$ cat config.mk
export PLATFORM = sky130hd
export DESIGN_NAME = kmp_stream_matcher
export DESIGN_NICKNAME = d
export VERILOG_FILES = /design/src/rtl/core/kmp_pkg.sv /design/src/rtl/core/kmp_stream_matcher.sv /design/src/rtl/core/kmp_queue.sv /design/src/rtl/core/kmp_table.sv /design/src/rtl/core/kmp_engine.sv
export SDC_FILE = /design/constraint.sdc
export NUM_CORES = 1
export LEC_CHECK = 0
export ABC_CLOCK_PERIOD_IN_PS = 6050
export BUFFER_PORTS_ARGS = -buffer_cell sky130_fd_sc_hd__buf_2
export CORE_MARGIN = 10
export CORE_UTILIZATION = 50
export DETAILED_ROUTE_END_ITERATION = 6
export PLACE_DENSITY = 0.72
export SLEW_MARGIN = 25
export SYNTH_ARGS = -nofsm -noshare
export SYNTH_HDL_FRONTEND = slang
export SYNTH_SLANG_ARGS = --single-unit
$ cat constraint.sdc
create_clock -name i_clk -period 6.05 [get_ports i_clk]
set_clock_uncertainty 0.1 [all_clocks]
set_input_delay 1.21 -clock i_clk [delete_from_list [all_inputs] [get_ports i_clk]]
set_output_delay 1.21 -clock i_clk [all_outputs]
set_load 0.01 [all_outputs]
$ cat src/rtl/core/kmp_pkg.sv
// Shared types, constants and helpers for the streaming KMP matcher.
`default_nettype none

package kmp_pkg;

    localparam int MAX_PATTERN_DEF   = 16;
    localparam int POSITION_BITS_DEF = 32;

    // Widths fixed by the register and payload formats.
    localparam int LEN_W       = 5;
    localparam int PAT_W       = 128;
    localparam int CFG_IDX_W   = 2;
    localparam int CFG_DATA_W  = 64;
    localparam int START_W     = 32;

    localparam logic [CFG_IDX_W-1:0] CFG_LENGTH       = 2'd0;
    localparam logic [CFG_IDX_W-1:0] CFG_PATTERN_LOW  = 2'd1;
    localparam logic [CFG_IDX_W-1:0] CFG_PATTERN_HIGH = 2'd2;

    typedef struct packed {
        logic [7:0] text_byte;
        logic       restart;
    } t_in;

    typedef struct packed {
        logic               match_found;
        logic [START_W-1:0] match_start;
    } t_out;

    typedef struct packed {
        logic             busy;
        logic [LEN_W-1:0] fail_last;
    } t_tbl_status;

    typedef enum logic [1:0] {
        TBL_IDLE,
        TBL_CLEAR,
        TBL_BUILD
    } t_tbl_state;

    typedef enum logic {
        ENG_IDLE,
        ENG_STEP
    } t_eng_state;

    function automatic logic [7:0] pat_byte(input logic [PAT_W-1:0] pat, input logic [3:0] k);
        return pat[{k, 3'b000} +: 8];
    endfunction

endpackage

`default_nettype wire

$ cat src/rtl/core/kmp_stream_matcher.sv
// Top level of the streaming KMP matcher: config registers, queues, table and engine.
// Flow: an accepted item waits in the input queue until the engine is idle and the table
// is not busy; the engine then follows failure links and pushes the result into the
// output queue once it has space. The engine takes no new byte before it has pushed the
// result of the last one; failure links followed never outnumber bytes over a text.
// Reset clears pattern, length, failure table, progress and position. A write to the
// length or either pattern register rebuilds the table, with full high meanwhile.
`default_nettype none

module kmp_stream_matcher
    import kmp_pkg::*;
#(
    parameter int MAX_PATTERN   = MAX_PATTERN_DEF,
    parameter int POSITION_BITS = POSITION_BITS_DEF
) (
    input  wire logic                  i_clk,
    input  wire logic                  i_rst_n,
    input  wire logic                  push,
    output logic                       full,
    input  wire t_in                   i_in,
    output logic                       empty,
    input  wire logic                  pop,
    output t_out                       o_out,
    input  wire logic                  i_cfg_valid,
    output logic                       o_cfg_ready,
    input  wire logic [CFG_IDX_W-1:0]  i_cfg_index,
    input  wire logic [CFG_DATA_W-1:0] i_cfg_data
);

    localparam int LW = $clog2(MAX_PATTERN + 1);
    localparam int IW = (MAX_PATTERN > 1) ? $clog2(MAX_PATTERN) : 1;

    logic [LEN_W-1:0]      r_len;
    logic [CFG_DATA_W-1:0] r_pat_lo;
    logic [CFG_DATA_W-1:0] r_pat_hi;
    logic                  cfg_wr;
    logic                  cfg_known;
    logic [LW-1:0]         len_eff;
    logic [PAT_W-1:0]      pattern;
    t_in                   q_item;
    logic                  q_full;
    logic                  q_empty;
    logic                  q_pop;
    t_tbl_status           tbl_st;
    logic [IW-1:0]         eng_addr;
    logic [LW-1:0]         tbl_data;
    t_out                  eng_res;
    logic                  res_push;
    logic                  res_full;
    logic                  eng_idle;

    assign pattern = {r_pat_hi, r_pat_lo};
    assign len_eff = (r_len > LEN_W'(MAX_PATTERN)) ? LW'(MAX_PATTERN) : LW'(r_len);

    // Registers change only with no item in flight and the table settled.
    assign o_cfg_ready = !tbl_st.busy && eng_idle && q_empty;
    assign cfg_wr      = i_cfg_valid && o_cfg_ready;
    assign full        = q_full || tbl_st.busy;

    always_comb begin
        unique case (i_cfg_index) inside
            CFG_LENGTH, CFG_PATTERN_LOW, CFG_PATTERN_HIGH: cfg_known = 1'b1;
            default:                                      cfg_known = 1'b0;
        endcase
    end

    always_ff @(posedge i_clk) begin
        if (!i_rst_n) begin
            r_len    <= '0;
            r_pat_lo <= '0;
            r_pat_hi <= '0;
        end else if (cfg_wr) begin
            unique case (i_cfg_index)
                CFG_LENGTH:       r_len    <= i_cfg_data[LEN_W-1:0];
                CFG_PATTERN_LOW:  r_pat_lo <= i_cfg_data;
                CFG_PATTERN_HIGH: r_pat_hi <= i_cfg_data;
                default:          r_len    <= r_len;
            endcase
        end
    end

    kmp_queue #(
        .W($bits(t_in))
    ) u_in_queue (
        .i_clk   (i_clk),
        .i_rst_n (i_rst_n),
        .i_push  (push && !full),
        .i_data  (i_in),
        .o_full  (q_full),
        .i_pop   (q_pop),
        .o_data  (q_item),
        .o_empty (q_empty)
    );

    kmp_table #(
        .MAX_PATTERN(MAX_PATTERN)
    ) u_table (
        .i_clk      (i_clk),
        .i_rst_n    (i_rst_n),
        .i_start    (cfg_wr && cfg_known),
        .i_len      (len_eff),
        .i_pattern  (pattern),
        .i_eng_addr (eng_addr),
        .o_rd_data  (tbl_data),
        .o_status   (tbl_st)
    );

    kmp_engine #(
        .MAX_PATTERN   (MAX_PATTERN),
        .POSITION_BITS (POSITION_BITS)
    ) u_engine (
        .i_clk        (i_clk),
        .i_rst_n      (i_rst_n),
        .i_clear      (cfg_wr && cfg_known),
        .i_len        (len_eff),
        .i_pattern    (pattern),
        .i_item       (q_item),
        .i_item_valid (!q_empty),
        .o_item_pop   (q_pop),
        .i_tbl        (tbl_st),
        .o_rd_addr    (eng_addr),
        .i_rd_data    (tbl_data),
        .o_res        (eng_res),
        .o_res_push   (res_push),
        .i_res_full   (res_full),
        .o_idle       (eng_idle)
    );

    kmp_queue #(
        .W($bits(t_out))
    ) u_out_queue (
        .i_clk   (i_clk),
        .i_rst_n (i_rst_n),
        .i_push  (res_push),
        .i_data  (eng_res),
        .o_full  (res_full),
        .i_pop   (pop),
        .o_data  (o_out),
        .o_empty (empty)
    );

endmodule

`default_nettype wire

$ cat src/rtl/core/kmp_queue.sv
// Two-entry queue that decouples the item flow between two parts of the matcher.
`default_nettype none

module kmp_queue
    import kmp_pkg::*;
#(
    parameter int W = 8
) (
    input  wire logic         i_clk,
    input  wire logic         i_rst_n,
    input  wire logic         i_push,
    input  wire logic [W-1:0] i_data,
    output logic              o_full,
    input  wire logic         i_pop,
    output logic [W-1:0]      o_data,
    output logic              o_empty
);

    logic [W-1:0] r_mem [2];
    logic         r_wr;
    logic         r_rd;
    logic [1:0]   r_cnt;
    logic         push_ok;
    logic         pop_ok;

    assign o_full  = (r_cnt == 2'd2);
    assign o_empty = (r_cnt == 2'd0);
    assign o_data  = r_mem[r_rd];
    assign push_ok = i_push && !o_full;
    assign pop_ok  = i_pop && !o_empty;

    always_ff @(posedge i_clk) begin
        if (!i_rst_n) begin
            r_wr  <= 1'b0;
            r_rd  <= 1'b0;
            r_cnt <= 2'd0;
        end else begin
            if (push_ok) begin
                r_wr <= !r_wr;
            end
            if (pop_ok) begin
                r_rd <= !r_rd;
            end
            r_cnt <= r_cnt + 2'(push_ok) - 2'(pop_ok);
        end
    end

    always_ff @(posedge i_clk) begin
        if (push_ok) begin
            r_mem[r_wr] <= i_data;
        end
    end

endmodule

`default_nettype wire

$ cat src/rtl/core/kmp_table.sv
// Failure table storage and the sequencer that rebuilds it from the pattern.
`default_nettype none

module kmp_table
    import kmp_pkg::*;
#(
    parameter int MAX_PATTERN = MAX_PATTERN_DEF,
    localparam int LW = $clog2(MAX_PATTERN + 1),
    localparam int IW = (MAX_PATTERN > 1) ? $clog2(MAX_PATTERN) : 1
) (
    input  wire logic             i_clk,
    input  wire logic             i_rst_n,
    input  wire logic             i_start,
    input  wire logic [LW-1:0]    i_len,
    input  wire logic [PAT_W-1:0] i_pattern,
    input  wire logic [IW-1:0]    i_eng_addr,
    output logic [LW-1:0]         o_rd_data,
    output t_tbl_status           o_status
);

    logic [LW-1:0] r_fail [MAX_PATTERN];
    t_tbl_state    r_state;
    t_tbl_state    n_state;
    logic [LW-1:0] r_i;
    logic [LW-1:0] n_i;
    logic [LW-1:0] r_j;
    logic [LW-1:0] n_j;
    logic [LW-1:0] r_last;
    logic [LW-1:0] n_last;
    logic          clr;
    logic          we;
    logic [LW-1:0] jp;
    logic [IW-1:0] rd_addr;
    logic [7:0]    pi;
    logic [7:0]    pj;

    // The builder owns the read port while it runs; the engine is idle then.
    assign rd_addr   = (r_state != TBL_IDLE) ? IW'(r_j - LW'(1)) : i_eng_addr;
    assign o_rd_data = r_fail[rd_addr];
    assign o_status.busy      = (r_state != TBL_IDLE);
    assign o_status.fail_last = LEN_W'(r_last);

    assign pi = pat_byte(i_pattern, 4'(r_i));
    assign pj = pat_byte(i_pattern, 4'(r_j));
    assign jp = r_j + LW'(1);

    always_ff @(posedge i_clk) begin
        if (!i_rst_n) begin
            r_state <= TBL_IDLE;
            r_last  <= '0;
        end else begin
            r_state <= n_state;
            r_last  <= n_last;
        end
    end

    always_ff @(posedge i_clk) begin
        r_i <= n_i;
        r_j <= n_j;
    end

    always_ff @(posedge i_clk) begin
        if (!i_rst_n || clr) begin
            for (int k = 0; k < MAX_PATTERN; k++) begin
                r_fail[k] <= '0;
            end
        end else if (we) begin
            r_fail[IW'(r_i)] <= jp;
        end
    end

    always_comb begin
        n_state = r_state;
        n_i     = r_i;
        n_j     = r_j;
        n_last  = r_last;
        clr     = 1'b0;
        we      = 1'b0;
        unique case (r_state)
            TBL_IDLE: begin
                if (i_start) begin
                    n_state = TBL_CLEAR;
                end
            end
            TBL_CLEAR: begin
                clr     = 1'b1;
                n_last  = '0;
                n_i     = LW'(1);
                n_j     = '0;
                n_state = (i_len > LW'(1)) ? TBL_BUILD : TBL_IDLE;
            end
            TBL_BUILD: begin
                if (r_j != '0 && pi != pj) begin
                    n_j = o_rd_data;
                end else begin
                    if (pi == pj) begin
                        we  = 1'b1;
                        n_j = jp;
                        if (r_i == i_len - LW'(1)) begin
                            n_last = jp;
                        end
                    end
                    if (r_i == i_len - LW'(1)) begin
                        n_state = TBL_IDLE;
                    end else begin
                        n_i = r_i + LW'(1);
                    end
                end
            end
            default: n_state = TBL_IDLE;
        endcase
    end

    a_prefix_shorter: assert property (@(posedge i_clk) disable iff (!i_rst_n)
        (r_state == TBL_BUILD) |-> (r_j < r_i))
        else $error("failure prefix not shorter than scan index");

    a_entry_bound: assert property (@(posedge i_clk) disable iff (!i_rst_n)
        we |-> (jp <= r_i))
        else $error("failure value exceeds its entry index");

    a_start_idle: assert property (@(posedge i_clk) disable iff (!i_rst_n)
        i_start |-> (r_state == TBL_IDLE))
        else $error("table rebuild requested while rebuilding");

endmodule

`default_nettype wire

$ cat src/rtl/core/kmp_engine.sv
// Matching engine: walks failure links one per cycle and emits one result per item.
`default_nettype none

module kmp_engine
    import kmp_pkg::*;
#(
    parameter int MAX_PATTERN   = MAX_PATTERN_DEF,
    parameter int POSITION_BITS = POSITION_BITS_DEF,
    localparam int LW = $clog2(MAX_PATTERN + 1),
    localparam int IW = (MAX_PATTERN > 1) ? $clog2(MAX_PATTERN) : 1,
    localparam int PW = POSITION_BITS
) (
    input  wire logic             i_clk,
    input  wire logic             i_rst_n,
    input  wire logic             i_clear,
    input  wire logic [LW-1:0]    i_len,
    input  wire logic [PAT_W-1:0] i_pattern,
    input  wire t_in              i_item,
    input  wire logic             i_item_valid,
    output logic                  o_item_pop,
    input  wire t_tbl_status      i_tbl,
    output logic [IW-1:0]         o_rd_addr,
    input  wire logic [LW-1:0]    i_rd_data,
    output t_out                  o_res,
    output logic                  o_res_push,
    input  wire logic             i_res_full,
    output logic                  o_idle
);

    t_eng_state    r_state;
    t_eng_state    n_state;
    logic [7:0]    r_c;
    logic [7:0]    n_c;
    logic [LW-1:0] r_j;
    logic [LW-1:0] n_j;
    logic [PW-1:0] r_cur;
    logic [PW-1:0] n_cur;
    logic [LW-1:0] r_matched;
    logic [LW-1:0] n_matched;
    logic [PW-1:0] r_pos;
    logic [PW-1:0] n_pos;
    logic [LW-1:0] j0;
    logic [LW-1:0] jp;
    logic [LW-1:0] nj;
    logic [PW-1:0] start;
    logic          found;
    logic          hit;

    assign hit       = (r_c == pat_byte(i_pattern, 4'(r_j)));
    assign jp        = r_j + LW'(1);
    assign o_rd_addr = IW'(r_j - LW'(1));
    assign o_idle    = (r_state == ENG_IDLE);

    always_ff @(posedge i_clk) begin
        if (!i_rst_n) begin
            r_state   <= ENG_IDLE;
            r_matched <= '0;
            r_pos     <= '0;
        end else begin
            r_state   <= n_state;
            r_matched <= n_matched;
            r_pos     <= n_pos;
        end
    end

    always_ff @(posedge i_clk) begin
        r_c   <= n_c;
        r_j   <= n_j;
        r_cur <= n_cur;
    end

    always_comb begin
        n_state    = r_state;
        n_c        = r_c;
        n_j        = r_j;
        n_cur      = r_cur;
        n_matched  = r_matched;
        n_pos      = r_pos;
        o_item_pop = 1'b0;
        o_res_push = 1'b0;
        o_res      = '0;
        found      = 1'b0;
        nj         = '0;
        start      = '0;
        j0         = i_item.restart ? '0 : r_matched;
        unique case (r_state)
            ENG_IDLE: begin
                if (i_item_valid && !i_tbl.busy) begin
                    o_item_pop = 1'b1;
                    n_c        = i_item.text_byte;
                    n_cur      = i_item.restart ? '0 : r_pos;
                    n_j        = (j0 >= i_len) ? '0 : j0;
                    n_state    = ENG_STEP;
                end
            end
            ENG_STEP: begin
                if (i_len != '0 && r_j != '0 && !hit) begin
                    n_j = i_rd_data;
                end else begin
                    if (i_len != '0 && hit) begin
                        if (jp >= i_len) begin
                            // Whole pattern seen: resume from the last failure value.
                            found = 1'b1;
                            nj    = LW'(i_tbl.fail_last);
                            start = r_cur + PW'(1) - PW'(i_len);
                        end else begin
                            nj = jp;
                        end
                    end
                    if (!i_res_full) begin
                        o_res_push        = 1'b1;
                        o_res.match_found = found;
                        o_res.match_start = START_W'(start);
                        n_matched         = nj;
                        n_pos             = (&r_cur) ? r_cur : r_cur + PW'(1);
                        n_state           = ENG_IDLE;
                    end
                end
            end
            default: n_state = ENG_IDLE;
        endcase
        if (i_clear) begin
            n_matched = '0;
        end
    end

    a_pop_when_ready: assert property (@(posedge i_clk) disable iff (!i_rst_n)
        o_item_pop |-> (r_state == ENG_IDLE && !i_tbl.busy))
        else $error("item taken while engine or table busy");

    a_progress_bound: assert property (@(posedge i_clk) disable iff (!i_rst_n)
        (r_state == ENG_STEP && i_len != '0) |-> (r_j < i_len))
        else $error("match progress reached pattern length");

    a_push_space: assert property (@(posedge i_clk) disable iff (!i_rst_n)
        o_res_push |-> (!i_res_full && r_state == ENG_STEP))
        else $error("result pushed without space");

    a_one_result: assert property (@(posedge i_clk) disable iff (!i_rst_n)
        o_res_push |=> (r_state == ENG_IDLE && !o_res_push))
        else $error("more than one result for an item");

endmodule

`default_nettype wire
## After elaboration in Yosys (flattened, before gate mapping)

Memories as Yosys holds them, arrays and structs flattened. A register that Yosys moved wholly into a read port is not among the register bits.
Cells that the tools add are included.

| storage, ports and cells | value |
|---|---|
| memory bits (read-only) | 0 |
| memories | 3 |
| flip-flop bits (word level) | 241 |
| RAM bits | 164 |
| latch bits | 0 |

| cells by class | value |
|---|---|
| mux-type cells | 61 |
| reduce and logical (&&, ||, !) cells | 51 |
| multiply operators | 0 |
| add/subtract/negate cells | 12 |
| div/mod/pow operators | 0 |
| magnitude comparators | 4 |
| shifts and indexed selects | 3 |
| bitwise logic cells | 4 |
| equality and inequality tests | 18 |

Memories:

| memory | words | width | rd ports | clocked after Yosys merged registers in | wr ports | RTL line | text |
|---|---|---|---|---|---|---|---|
| u_table.r_fail | 16 | 5 | 1 | 0 | 16 | kmp_table.sv:21 | `logic [LW-1:0] r_fail [MAX_PATTERN];` |
| u_out_queue.r_mem | 2 | 33 | 1 | 1 | 1 | kmp_queue.sv:19 | `logic [W-1:0] r_mem [2];` |
| u_in_queue.r_mem | 2 | 9 | 1 | 1 | 1 | kmp_queue.sv:19 |  |

Operator list:

| cell | count |
|---|---|
| variable part select 128 x 8 -> 8 bit | 3 |
| two-way mux 33 bit | 3 |
| two-way mux 32 bit | 3 |
| two-way mux 5 bit | 15 |
| one-hot mux 5 bit (2 select lines) | 4 |
| adder 32 x 1 -> 32 bit, second input constant | 1 |
| AND reduction 32 bit | 1 |
| subtractor 32 x 5 -> 32 bit | 1 |
| two-way mux 1 bit | 28 |
| equality test 8 bit | 2 |
| adder 5 x 1 -> 5 bit, second input constant | 3 |
| nonzero test 5 bit | 3 |
| logical AND 1 bit | 14 |
| zero test 1 bit | 12 |
| AND reduction 2 bit | 6 |
| >= comparator 5 bit | 2 |
| AND reduction 3 bit | 3 |
| equality test 2 bit, second input constant | 4 |
| zero test 2 bit | 4 |
| two-way mux 2 bit | 4 |
| two-way mux 4 bit | 2 |
| inequality test 2 x 1 -> 1 bit, second input constant | 4 |
| inequality test 8 bit | 1 |
| subtractor 4 x 1 -> 4 bit, second input constant | 2 |
| other kinds (18) | 28 |

## Logic depth before layout (Yosys ltp)

Gate-level depths: netlist (run 1).

| logic depth | value |
|---|---|
| word-level depth | 10 |
| gate-level depth with buffers | 13 |

## By module

A second synthesis (run 1) with hierarchy kept.

| second synthesis, totals | value |
|---|---|
| cell total of the unflattened synthesis | 1934 |
| area total of the unflattened synthesis | 22167.5 sq um |

By module, submodules not included:

| module | times used | cells each | area each (sq um) |
|---|---|---|---|
| kmp_table | 1 | 545 | 6741.5 |
| kmp_engine | 1 | 688 | 6565.0 |
| kmp_stream_matcher | 1 | 516 | 5206.2 |
| kmp_queue at u_out_queue | 1 | 130 | 2771.4 |
| kmp_queue at u_in_queue | 1 | 55 | 883.3 |

## Least setup slack after synthesis (run 1)

No wires, ideal clock.

| path | value |
|---|---|
| path type | reg-to-reg |
| start | register u_engine.r_j[0] |
| end | memory u_out_queue.r_mem[0][0] in the netlist's numbering, enable pin |
| required time | 5.486 ns |
| path buffers | 2 |
| slack | 0.693 ns |
| arrival time | 4.792 ns |
| stages on the path, launching flop included | 9 |
| cell sequence | edfxtp_1 > buf_2 > buf_2 > mux4_2 > mux4_2 > xnor2_1 > nand4_1 > o211a_2 > nor3_1 |

| on the way | value |
|---|---|
| longest elaborated chain between the ends | 9 |
| elaborated cells between the ends (all ways) | 11 |

RTL lines:

| item | RTL line | text |
|---|---|---|
| start: declaration | kmp_engine.sv:34 | `logic [LW-1:0] r_j;` |
| start signal: assignment | kmp_engine.sv:68 | `r_j <= n_j;` |
| variable part select 128 x 8 -> 8 bit | kmp_pkg.sv:47 | `return pat[{k, 3'b000} +: 8];` |
| equality test 8 bit | kmp_engine.sv:49 | `assign hit = (r_c == pat_byte(i_pattern, 4'(r_j)));` |
| zero test 1 bit | kmp_engine.sv:97 | `if (i_len != '0 && r_j != '0 && !hit) begin` |
| logical AND 1 bit (*) | kmp_engine.sv:97 |  |
| two-way mux 1 bit (*) | kmp_engine.sv:97 |  |
| two-way mux 1 bit (*) | kmp_engine.sv:86 | `unique case (r_state)` |
| logical AND 1 bit (*) | kmp_queue.sv:29 | `assign push_ok = i_push && !o_full;` |
| two-way mux 1 bit (*) | kmp_queue.sv:49 | `if (push_ok) begin` |
| two-way mux 1 bit (not written as such) (*) | kmp_queue.sv:50 | `r_mem[r_wr] <= i_data;` |
| end: declaration | kmp_queue.sv:19 |  |

Every way passes the cells marked *; elsewhere a longest branch is shown, timed or not.

==> results.yml, run 1 <==
run_status:
  status: "complete, no violations"
clock_tree:
  clk_latency_ns: 0.58
  clkTransAtPathRegs_ns: 0.06
  cts_buffers: 43
  root_buffer: "clkbuf_16"
  h-tree-depth: 2
  post_cts_resized: 0
  cts_setup_buffers: 0
  postCtsHoldBufs: 0
  clock-sinks: 407
  tritoncts: "done"
  cts.path.max_buffers: 3
global_route:
  antenna_found_initial: 2
  grt_pass1_wl_um: 87900
  grt_use_total_pct: 22.2
  grt_max_degree: 77
  grt_overflow: 0
  grt_pass1_vias: 15300
die:
  core-area_sq_um: 41800
  die-area_sq_um: 50600
  die-width_um: 225
  pin_count: 116
  std_cell_rows: 75
  start_util_pct: 50.3
  die_h_um: 225
setup_path:
  cpMaxStageDelayCell: "o21ai_0"
  cpPeakStageDelay_ns: 0.78
  path_class: "flop to flop"
  cp.buffers_inverters: 1
  critPathMaxFanout: 38
  cp.required_ns: 6.16
  path_delay_family: "simple AND/OR/NAND/NOR gates"
  endpoint_kind: "flop"
  crit_chain: "buf_4 > mux4_2 > a22oi_1 > nand2_1 > xor2_1 > nor4_1 > and2_1 > nand3b_1 > o21ai_0"
  cp_data_arrival_time_ns: 5.23
  r2r_slack_ns: 0.93
  cp-start-kind: "flop"
placement:
  hpwl_um: 39800
  finalWeightedCongestion: 0.949
  io_buffers: 115
  place_area_sq_um: 22000
synthesis:
  async_reset_ff_share_pct: 0
  synth_edf_count: 219
  yosysUniqueCellTypes: 73
  ys_warn_count: 0
  ys_ff_latch: 407
  syn_inst: 1921
  syn_avg_cell_area_sq_um: 10.9
  ys.flop_type: "edfxtp_1"
  synth_nets: 2033
  seq_area_frac_synth_pct: 49.2
  netlist_area_sq_um: 21000
drt:
  wl_per_cell_um: 22.4
  highest_layer: "met5"
  wl_met1_um: 22500
  ant_nets: 0
  drt-vias-per-instance: 6.18
  wl_um: 57200
  drc: 0
  dr_wl_met3_um: 6520
  met2_length_um: 26400
  vias: 15800
  dr.first_iter.drc_count: 2030
  dr.pass1.iters: 6
sta:
  period_needed_ns: 5.12
  setup_viol: 0
  hold_viol: 0
  post-route-period-util_pct: 84.6
  fmax_ghz: 0.195
  maxSlewHeadroom_pct: 29.0
  tightestPinTransition_ns: 1.06
  rsz0062_at_grt: "no"
  slew_viol_final: 0
  setup_tns_ns: 0
flow_run:
  maxCapViolations: 0
final_layout:
  final_common_cell: "nand2_1"
  final_nets: 2086
  mostFrequentLayoutCells: "nand2_1, edfxtp_1, dfxtp_1"
  syn_to_final_growth_pct: 11.3
  fin_util_pct: 56.0
  drive_gt1_share_pct: 20.1
  num-fill-cells: 3463
  design_area_sq_um: 23400
pwr:
  power_uw: 10100
  power.leakage_uw: 0.00825
  ir_worst_vdd_mv: 0.308
  power.density_nw_per_um2: 431
hold_path:
  worstHoldPathType: "flop to flop"
synthesized netlist by cell type, types with 4 or more instances:
cell	n	share of area (%)
a22o_1	4	0.17
a22oi_1	32	1.1
o21ai_0	37	0.88
a21o_1	9	0.32
o2111ai_1	4	0.17
nand2_1	345	6.2
and2_1	49	1.5
or3_1	4	0.12
and3_1	10	0.30
mux2i_1	23	1.1
nand3_1	24	0.57
nand4_1	21	0.63
nor4_1	8	0.24
mux2_2	43	2.3
inv_1	26	0.46
nor2_1	178	3.2
o211ai_1	5	0.18
o31ai_1	4	0.14
buf_2	25	0.60
xor2_1	38	1.6
xnor2_1	58	2.4
mux4_2	129	14
a311oi_1	25	1.0
edfxtp_1	219	31
a21oi_1	149	3.5
nand2b_1	12	0.36
nor2b_1	9	0.27
and4_1	9	0.38
nor3b_1	5	0.18
clkbuf_1	101	1.8
dfxtp_1	188	18
nor3_1	27	0.64
o21a_1	4	0.14
buf_1	8	0.14
ha_1	31	1.8
power breakdown:
part | switching, uW | internal, uW
Combinational | 2030 | 1470
Clock | 1120 | 1490
Sequential | 486 | 3490
flip-flops by register name, summed over array words and instances, names as in the netlist, 2 cells and up, named ones only:
| name | flops |
|---|---|
| u_table.r_i | 5 |
| u_out_queue.r_cnt | 2 |
| u_table.r_state | 2 |
| r_pat_hi | 64 |
| u_engine.r_j | 5 |
| r_len | 5 |
| u_out_queue.r_mem | 66 |
| u_engine.r_c | 8 |
| u_in_queue.r_mem | 18 |
| u_engine.r_matched | 5 |
| u_engine.r_pos | 32 |
| u_table.r_fail | 80 |
| u_engine.r_cur | 32 |
| u_table.r_last | 5 |
| r_pat_lo | 64 |
| u_table.r_j | 5 |
| u_in_queue.r_cnt | 2 |
worst min-delay path, delay by kind of cell (launching register included):
kind,cells,cell delay [ns]
flops,1,0.32
compound gates,1,0.06
simple gates,1,0.05
path summary, 6_finish.rpt:
check,start,to,depth (start not counted)
setup / recovery,u_table.r_i[0]$_SDFFCE_PP1P_,u_table.r_fail[9][4]$_SDFFCE_PN0P_,9
hold / removal,u_engine.r_matched[4]$_SDFFE_PP0P_,u_engine.r_matched[4]$_SDFFE_PP0P_,2
setup reg to reg,u_table.r_i[0]$_SDFFCE_PP1P_,u_table.r_fail[9][4]$_SDFFCE_PN0P_,9
hold reg to reg,u_engine.r_matched[4]$_SDFFE_PP0P_,u_engine.r_matched[4]$_SDFFE_PP0P_,2
layer usage:
metal	global-route usage [%]	up-vias
li1	-	7109
met1	29.6	7619
met2	34.6	881
met3	5.40	141
met4	8.16	2
met5	0	-
stage by stage:
stage                     hold WS (ns)  cells  setup WS [ns]
after floorplan                  0.345   1921          0.693
after global placement           0.364   2467           1.08
after detailed placement         0.369   2468          0.978
after CTS                        0.380   2548          0.900
after global routing             0.412   2549          0.520
final                            0.382   2549          0.931
kinds of logic (layout without fill, tap and decap cells):
| family | Yosys count | after routing | synth area share (%) |
|---|---|---|---|
| compound gates | 303 | 303 | 9.00 |
| xor+xnor | 96 | 96 | 4.00 |
| fa+ha+maj | 35 | 35 | 2.08 |
| buf+inv | 163 | 251 | 3.08 |
| flops | 407 | 407 | 49.2 |
| mux | 195 | 195 | 17.2 |
| other cells | 0 | 1 | 0 |
| simple gates | 722 | 722 | 15.4 |
cell type report:
type                       instances  area (sq um)  area share (%)
sequential                       407         10300            44.2
clock inverter                    25           198           0.845
antenna                            1          2.50          0.0107
inverter                          28           108           0.460
timing repair buffer             143           793            3.39
tap                              539           674            2.88
multi-input combinational       1351         10100            43.1
clock buffer                      55          1190            5.10
(Power assumes the default switching activity.)
==> inputs of run 2 (changes only) <==
Settings changed: ABC_AREA set to 1, ABC_CLOCK_PERIOD_IN_PS 6050 to 4400, PLACE_DENSITY 0.72 to 0.75.
Clock period 6.05 ns to 4.4 ns, I/O delays scaled along.
==> results.yml, run 2 <==
setup_path:
  critPathLaunch: "u_table.r_state[0]$_SDFFE_PN0P_"
  cp.required_ns: 4.80
  r2r-start: "u_table.r_state[0]$_SDFFE_PN0P_"
  path_class: "flop to flop"
  cp_data_arrival_time_ns: 4.28
  cp-start-kind: "flop"
  critPathMaxFanout: 114
  endpoint_kind: "flop"
drt:
  dr.first_iter.drc_count: 2375
  wl_per_cell_um: 18.5
  wl_um: 69900
  vias: 21100
  dr.pass1.iters: 7
  ant_nets: 0
  drc: 0
  drt-vias-per-instance: 5.60
pwr:
  p_sw_share_pct: 46.8
  power.internal_uw: 9800
  power.density_nw_per_um2: 731
  power.leakage_uw: 0.0113
  seqPwrFrac_pct: 29.4
  ir_worst_vdd_mv: 0.770
  power_uw: 18400
  switching_power_uw: 8630
  pwr-share-clk_pct: 20.0
  pwr-share-comb_pct: 50.6
final_layout:
  final_nets: 3246
  top_register: "u_table.r_fail"
  reg_top3: "u_table.r_fail x80, u_out_queue.r_mem x66"
  num-fill-cells: 4145
  drive_gt1_share_pct: 9.68
  n_antenna_cell: 0
  final_common_cell: "nand2_1"
  largest_reg_flops: 80
  syn_to_final_growth_pct: 10.8
  mostFrequentLayoutCells: "nand2_1, nor2_1, inv_1"
hold_path:
  worstHoldStart: "u_in_queue.r_rd$_SDFFE_PN0P_"
  worstHoldPathType: "flop to flop"
synthesis:
  ys.flop_type: "edfxtp_1"
  seq_area_frac_synth_pct: 45.4
  async_reset_ff_share_pct: 0
  syn_avg_cell_area_sq_um: 7.38
  synth_nets: 3195
  yosysMostFrequentCell: "nand2_1"
  ys_warn_count: 0
  yosys-top-cells-count: "nand2_1, nor2_1, inv_1"
  netlist_area_sq_um: 22800
  yosysUniqueCellTypes: 45
  yosys.area.top_type: "edfxtp_1"
  ys_ff_latch: 407
  synth_top_cell_area_share_pct: 28.9
  synth_edf_count: 219
  synthTopCellsByArea: "edfxtp_1, dfxtp_1, nand2_1"
  syn_inst: 3083
placement:
  hpwl_um: 48900
  finalWeightedCongestion: 0.985
  io_buffers: 115
die:
  pin_count: 116
  die-width_um: 233
  core-area_sq_um: 45200
  start_util_pct: 50.4
  die-area_sq_um: 54500
  die_h_um: 233
  std_cell_rows: 78
global_route:
  grt_use_total_pct: 25.2
  grt_pass1_vias: 20100
  antenna_found_initial: 1
  grt_pass1_wl_um: 109000
  grt_max_degree: 122
  grt_overflow: 0
clock_tree:
  cts_buffers: 45
  clock-sinks: 407
  cts.path.max_buffers: 3
  tritoncts: "done"
  root_buffer: "clkbuf_16"
  h-tree-depth: 2
  postCtsHoldBufs: 0
  clk_latency_ns: 0.59
  post_cts_resized: 0
  cts_setup_buffers: 0
  clkTransAtPathRegs_ns: 0.06
flow_run:
  maxCapViolations: 0
sta:
  maxSlewHeadroom_pct: 35.6
  rsz0062_at_grt: "no"
  period_needed_ns: 3.88
  post-route-period-util_pct: 88.1
  setup_tns_ns: 0
  slew_viol_final: 0
  tightestPinTransition_ns: 0.964
  setup_viol: 0
  fmax_ghz: 0.258
  hold_viol: 0
run_status:
  status: "complete, no violations"
-- run 2: cell type report --
type / instances / area, sq um / area share [%]
Multi-Input combinational cell: 2193 / 10500 / 41.5
Sequential cell: 407 / 10300 / 41.0
Clock inverter: 21 / 136 / 0.541
Clock buffer: 63 / 1290 / 5.13
Timing Repair Buffer: 165 / 1020 / 4.04
Inverter: 322 / 1210 / 4.81
Tap cell: 600 / 751 / 2.98
-- run 2: power groups by stage --
stage	Clock [uW]	Combinational [uW]	Sequential, uW
final	3680	9320	5420
after global routing	3870	10300	5500
after CTS	3730	9140	5410
after detailed placement	0	9080	5490
after global placement	0	8910	5460
after floorplan	0	6370	5310
-- run 2: metrics by stage --
| step | instance area, sq um | setup WS, ns | util, % | hold WS (ns) | std cells |
|---|---|---|---|---|---|
| 3_5_place_dp | 23800 | 0.491 | 52.6 | 0.345 | 3687 |
| 4_1_cts | 25200 | 0.464 | 55.8 | 0.346 | 3771 |
| 6_report | 25200 | 0.524 | 55.8 | 0.346 | 3771 |
| 2_1_floorplan | 22800 | 0.387 | - | 0.326 | 3083 |
| 5_1_grt | 25200 | 0.372 | 55.8 | 0.386 | 3771 |
| 3_3_place_gp | 23800 | 0.587 | 52.6 | 0.335 | 3687 |
-- run 2: layer usage --
metal  up-vias  part of all wire, %  global-route usage, %
met5         -                0.019                      0
met4         2                  4.1                   10.7
met3       199                  9.0                   4.89
met2      1005                   46                   40.8
met1      9832                   41                   32.2
li1      10100                    -                      -
-- run 2: cells by family after synthesis --
| family | Yosys count | synth area share [%] |
|---|---|---|
| compound gates | 468 | 11.1 |
| flops | 407 | 45.4 |
| mux | 33 | 1.63 |
| simple gates | 1600 | 29.0 |
| buf+inv | 483 | 8.72 |
| fa+ha+maj | 32 | 1.79 |
| xor+xnor | 60 | 2.31 |
-- run 2: worst max-delay path, stage by stage (launching register included) --
cell and delay, ns:
dfxtp_1 0.33, inv_1 0.08, ha_1 0.59, inv_1 0.32
nor4_1 0.62, nand2_1 0.15, nor2_1 0.45, nand2_8 0.51
clkinv_1 0.44, nor2_1 0.07, nor2_1 0.12
-- run 2: final timing paths --
kind                                             endpoint  slack (ns)  cells after the start
worst max register to register  r_pat_hi[48]$_SDFFE_PN0P_        0.52                     10
worst min-delay path                                 flop        0.35                      1
worst min register to register                       flop        0.35                      1
worst max-delay path            r_pat_hi[48]$_SDFFE_PN0P_        0.52                     10
